`src/rtl/ppe_pkg.sv`:
```
// Package for the palette pixel expander: shared constants, codes and the
// palette request struct. Used by every module in rtl/; depends on nothing.
package ppe_pkg;

    // Defaults for the top-level parameters.
    localparam int DEF_TABLE_DEPTH = 256;
    localparam int DEF_MAX_WIDTH   = 4096;

    // Configuration port.
    localparam int CFG_IW = 1;
    localparam int CFG_DW = 13;
    localparam logic [CFG_IW-1:0] CFG_DEPTH_MODE = 1'b0;
    localparam logic [CFG_IW-1:0] CFG_ROW_WIDTH  = 1'b1;

    // Source depth codes; the unused code behaves as eight bits per pixel.
    localparam logic [1:0] DEPTH_1BPP = 2'd0;
    localparam logic [1:0] DEPTH_4BPP = 2'd1;
    localparam logic [1:0] DEPTH_8BPP = 2'd2;

    // Beat kinds carried in tuser.
    localparam logic MODE_PIXEL = 1'b0;
    localparam logic MODE_ENTRY = 1'b1;

    localparam logic [1:0] RESET_DEPTH = DEPTH_8BPP;
    localparam int         RESET_WIDTH = 640;

    // Field widths fixed by the stream format.
    localparam int IDX_W   = 8;
    localparam int COLOR_W = 24;
    localparam int CNT_W   = 4;

    // Nibble mask and the top-bit mask used when unpacking a byte.
    localparam logic [7:0] NIBBLE_MASK = 8'd15;
    localparam logic [7:0] TOP_BIT     = 8'h80;

    // One palette access issued by the sequencer. The color word holds
    // red in the top byte and blue in the low byte.
    typedef struct packed {
        logic               rd;
        logic               wr;
        logic               last;
        logic [IDX_W-1:0]   index;
        logic [COLOR_W-1:0] color;
    } t_mem_req;

endpackage

```
`src/rtl/ppe_seq.sv`:
```
// Beat sequencer of the palette pixel expander: accepts beats, tracks the
// column, and issues one palette read or write per cycle while reads are not stalled. Uses ppe_pkg.
module ppe_seq #(
    parameter int MAX_WIDTH = ppe_pkg::DEF_MAX_WIDTH,
    localparam int CW = $clog2(MAX_WIDTH + 1)
) (
    input  logic                        i_clk,
    input  logic                        i_rst_n,
    input  logic                        i_valid,
    output logic                        o_ready,
    input  logic                        i_mode,
    input  logic                        i_row_start,
    input  logic [7:0]                  i_pixel_byte,
    input  logic [ppe_pkg::IDX_W-1:0]   i_entry_index,
    input  logic [ppe_pkg::COLOR_W-1:0] i_color,
    input  logic [1:0]                  i_depth,
    input  logic [CW-1:0]               i_width,
    input  logic                        i_issue_ok,
    output ppe_pkg::t_mem_req           o_req
);

    logic                        r_busy;
    logic                        r_write;
    logic [7:0]                  r_byte;
    logic [ppe_pkg::CNT_W-1:0]   r_cnt;
    logic [CW-1:0]               r_col;
    logic [ppe_pkg::IDX_W-1:0]   r_entry;
    logic [ppe_pkg::COLOR_W-1:0] r_color;

    logic                        issue;
    logic                        done;
    logic                        accept;
    logic [CW-1:0]               col_base;
    logic [CW-1:0]               avail;
    logic [ppe_pkg::CNT_W-1:0]   npix;
    logic [ppe_pkg::CNT_W-1:0]   cnt;
    logic [7:0]                  pix_index;
    logic [7:0]                  byte_shifted;

    assign issue   = r_busy && (r_write || i_issue_ok);
    assign done    = issue && (r_write || r_cnt == ppe_pkg::CNT_W'(1));
    assign o_ready = !r_busy || done;
    assign accept  = i_valid && o_ready;

    // Pixels that fit between the column and the row width.
    always_comb begin
        col_base = i_row_start ? '0 : r_col;
        avail    = i_width - col_base;
        unique case (i_depth)
            ppe_pkg::DEPTH_1BPP: npix = ppe_pkg::CNT_W'(8);
            ppe_pkg::DEPTH_4BPP: npix = ppe_pkg::CNT_W'(2);
            default:             npix = ppe_pkg::CNT_W'(1);
        endcase
        if (col_base >= i_width) begin
            cnt = '0;
        end else if (avail < CW'(npix)) begin
            cnt = avail[ppe_pkg::CNT_W-1:0];
        end else begin
            cnt = npix;
        end
    end

    // The current pixel always sits in the top bits of the shifted byte.
    always_comb begin
        unique case (i_depth)
            ppe_pkg::DEPTH_1BPP: begin
                pix_index    = ((r_byte & ppe_pkg::TOP_BIT) != 8'd0) ? 8'd1 : 8'd0;
                byte_shifted = r_byte << 1;
            end
            ppe_pkg::DEPTH_4BPP: begin
                pix_index    = (r_byte >> 4) & ppe_pkg::NIBBLE_MASK;
                byte_shifted = r_byte << 4;
            end
            default: begin
                pix_index    = r_byte;
                byte_shifted = r_byte;
            end
        endcase
    end

    always_ff @(posedge i_clk) begin
        if (!i_rst_n) begin
            r_busy <= 1'b0;
            r_col  <= '0;
        end else if (accept) begin
            if (i_mode == ppe_pkg::MODE_ENTRY) begin
                r_busy <= 1'b1;
            end else begin
                r_busy <= (cnt != '0);
                r_col  <= col_base + CW'(cnt);
            end
        end else if (done) begin
            r_busy <= 1'b0;
        end
    end

    always_ff @(posedge i_clk) begin
        if (accept) begin
            r_write <= (i_mode == ppe_pkg::MODE_ENTRY);
            r_byte  <= i_pixel_byte;
            r_cnt   <= cnt;
            r_entry <= i_entry_index;
            r_color <= i_color;
        end else if (issue && !r_write) begin
            r_byte <= byte_shifted;
            r_cnt  <= r_cnt - ppe_pkg::CNT_W'(1);
        end
    end

    always_comb begin
        o_req.rd    = issue && !r_write;
        o_req.wr    = issue && r_write;
        o_req.last  = (r_cnt == ppe_pkg::CNT_W'(1));
        o_req.index = r_write ? r_entry : pix_index;
        o_req.color = r_color;
    end

endmodule

```
`config.mk`:
```
export PLATFORM = sky130hd
export DESIGN_NAME = ppe_seq
export DESIGN_NICKNAME = d
export VERILOG_FILES = /design/src/rtl/ppe_pkg.sv /design/src/rtl/ppe_seq.sv
export SDC_FILE = /design/constraint.sdc
export NUM_CORES = 1
export LEC_CHECK = 0
export ABC_AREA = 1
export BUFFER_PORTS_ARGS = -buffer_cell sky130_fd_sc_hd__buf_2
export CORE_MARGIN = 2
export CORE_UTILIZATION = 55
export CTS_BUF_LIST = sky130_fd_sc_hd__clkbuf_4 sky130_fd_sc_hd__clkbuf_8
export DETAILED_ROUTE_END_ITERATION = 10
export PLACE_DENSITY_LB_ADDON = 0.1
export SYNTH_ARGS = -nofsm -noshare
export SYNTH_HDL_FRONTEND = slang
export SYNTH_SLANG_ARGS = --single-unit
```
`constraint.sdc`:
```
create_clock -name i_clk -period 6.25 [get_ports i_clk]
set_input_delay 1.25 -clock i_clk [delete_from_list [all_inputs] [get_ports i_clk]]
set_output_delay 1.25 -clock i_clk [all_outputs]
set_load 0.05 [all_outputs]
```
==> flow_summary.toml <==
[critical_path]
path_class = "primary input to flip-flop"
rrSetupSlack_ns = 2.02
cp_top_family = "simple AND/OR/NAND/NOR gates"
worstRegToRegCells = 25
start_kind = "primary input"
timing.rr.start = "r_col[1]"
max_stage_delay_ns = 0.38
worstPathArrival_ns = 5.30
endpoint_kind = "flip-flop"
critPathSlowestCell = "ha_1"
startpoint = "i_row_start"
crit_fanout = 11
cpMostUsedCell = "nand2_1"
crit_buf_inv = 3
required_ns = 6.49
worst-path-stages = 25

[logic_synthesis]
netlist_area_um2 = 3700
netlist-cell-type-count = 39
synth_area_per_cell_um2 = 8.07
synth.area.top_cells = "edfxtp_1, nand2_1, ha_1"
synth.ff_latch_count = 59
synth_nets = 545
synthCells = 459
yosysSeqAreaShare_pct = 44.0
synth-edff-count = 45
yosys_warnings = 0
synth_top_area_cell = "edfxtp_1"
yosys.area.top_type_share_pct = 36.5
postSynth.asyncResetShare_pct = 0
yosys_most_used_dff = "edfxtp_1"

[clock_network]
postCtsSetupRepairBufs = 0
cts_buffers = 9
cts-root-buf = "clkbuf_8"
cts_buffer_depth = 2
cts_htree_levels = 3
cts_sinks = 59
post_cts_resized = 0
cts_tree = "built"
clkLatencyLatePin_ns = 0.34
cts.clk_slew.worst_paths_ns = 0.07
hold_buffers = 0

[worst_hold_path]
min_path_cells = 2
min_path_type = "flip-flop to flip-flop"
hp-start = "r_col[1]"

[cells_and_area]
final_cell_area_um2 = 4470
area_growth_pct = 20.5
multi_input_area_um2 = 1730
diodes = 0
drive_gt1_share_pct = 26.3
filler_cell_count = 522
seqCellArea_um2 = 1630
fin_nets = 647

[power_and_ir_drop]
p_leak_nw = 2.16
p_total_mw = 1.05
vdd_drop_max_v = 0.000211
p_per_area_nw_per_um2 = 235

[job]
max-cap-violations = 0

[die]
die_h_um = 86.1
pin_count = 97
dieArea_um2 = 7410
rows = 29
die_w_um = 86.1
initial_core_util_pct = 57.7
fp.coreArea_um2 = 6420

[placement]
dp_slack_ns = 0.897
portBuffers = 96
hpwl_mm = 6.76
placed_area_um2 = 4260
gp_congestion = 0.959

[route]
topRoutingLayerUsed = "met4"
drt_wl_total_mm = 8.58
wl_per_cell_um = 13.3
dr.pass1.iters = 4
met1_length_mm = 3.83
dr_wl_met3_um = 565
wl_met2_mm = 4.09
routed_via_density = 5.21
route.detailed.drc = 0
num_vias = 3348
ant_nets = 0
drt_iter0_drc = 169

[sta]
worst_pin_slew_ns = 1.15
rsz0062_at_grt = "no"
max_slew_margin_pct = 22.6
finClkSkew_ns = 0.00962
clock.fmax_mhz = 197
hold_slack_ns = 0.459
finalSetupViolCount = 0
post-route-period-util_pct = 81.0
slew_viol_final = 0
finalSetupTns_ns = 0
layout_min_cycle_time_ns = 5.06
report.final.hold_viol_count = 0
final.setup.worst_slack_ns = 1.19

[run_status]
status = "completed"

[grt]
overflow = 0
grt_pass1_wl_mm = 13.9
grt_use_total_pct = 24.0
antenna_found_initial = 0
grt_pass1_vias = 3117
grt_max_degree = 32
-- worst register-to-register path, delay by kind of cell (launching register included) --
family | cells | cell delay [ns]
adders and majority gates | 4 | 1.04
and+or+nand+nor | 14 | 1.91
xor gates and xnor gates | 1 | 0.22
AOI/OAI and AO/OA | 3 | 0.46
buffers and inverters | 3 | 0.19
DFF | 1 | 0.31
-- cells by family (layout without fill, tap and decap cells) --
| family | Yosys count | count (layout) | share of synthesized area (%) |
|---|---|---|---|
| and+or+nand+nor | 221 | 221 | 27.1 |
| buffers and inverters | 91 | 198 | 9.29 |
| DFF | 59 | 59 | 44.0 |
| AOI/OAI and AO/OA | 57 | 57 | 9.29 |
| adders and majority gates | 25 | 25 | 8.85 |
| xor gates and xnor gates | 6 | 6 | 1.42 |
-- cell type report --
class / instances / area share, %
Clock buffer: 10 / 3.08
Clock inverter: 6 / 1.43
Inverter: 85 / 7.14
Multi-Input combinational cell: 309 / 38.7
Sequential cell: 59 / 36.5
Tap cell: 77 / 2.16
Timing Repair Buffer: 97 / 10.9
-- through the flow --
stage	utilization, %	instances
floorplan	-	459
global placement	66.4	627
detailed placement	66.4	627
CTS	69.5	643
global route	69.5	643
finish	69.5	643
-- state kept, by name, summed over array words and instances, names as in the netlist --
| register | cells |
|---|---|
| r_cnt | 4 |
| r_col | 13 |
| r_color | 24 |
| r_entry | 8 |
| r_write | 1 |
| r_busy | 1 |
| r_byte | 8 |
-- layer usage --
layer | vias to the layer above | track usage (%)
li1 | 1699 | -
met1 | 1534 | 31.8
met2 | 107 | 38.8
met3 | 8 | 6.26
met4 | 0 | 7.07
met5 | - | 0
-- final timing paths --
path / end
hold reg to reg: r_col[1]
setup reg to reg: r_col[12]
hold / removal: r_col[1]
setup / recovery: r_col[12]
-- synth_stat cells (all sizes together), types with 2 or more instances --
cell type	count
a21oi	25
a22o	3
a311oi	2
a31oi	4
and2	2
buf	2
clkbuf	4
clkinv	2
dfxtp	14
edfxtp	45
fa	2
ha	23
inv	83
nand2	129
nand3	26
nand3b	2
nand4	9
nor2	44
nor3	7
o211ai	2
o21a	2
o21ai	14
o21bai	2
xnor2	5
-- where the power goes --
group / internal (mW) / switching, mW
sequential: 0.453 / 0.0121
combinational: 0.0695 / 0.160
clock: 0.195 / 0.161
-- cells in the final DEF, fill, tap and decap left out, types with 2 or more instances in the layout --
master,n
nor2_1,34
a21oi_1,22
nand2_1,121
nor3_1,6
nor2_4,4
nand3_2,2
ha_1,23
buf_2,96
fa_1,2
nand3b_1,2
a21oi_2,3
nand4_1,7
a22o_1,3
nand2_2,8
nand3_1,24
inv_1,74
edfxtp_1,45
clkbuf_8,10
xnor2_1,5
dfxtp_1,14
clkinv_2,2
o21a_1,2
nand4_2,2
o211ai_1,2
a311oi_1,2
clkinv_1,2
o21ai_0,14
inv_2,9
clkinvlp_4,2
o21bai_1,2
a31oi_1,4
nor2_2,6
(Power assumes the default switching activity.)
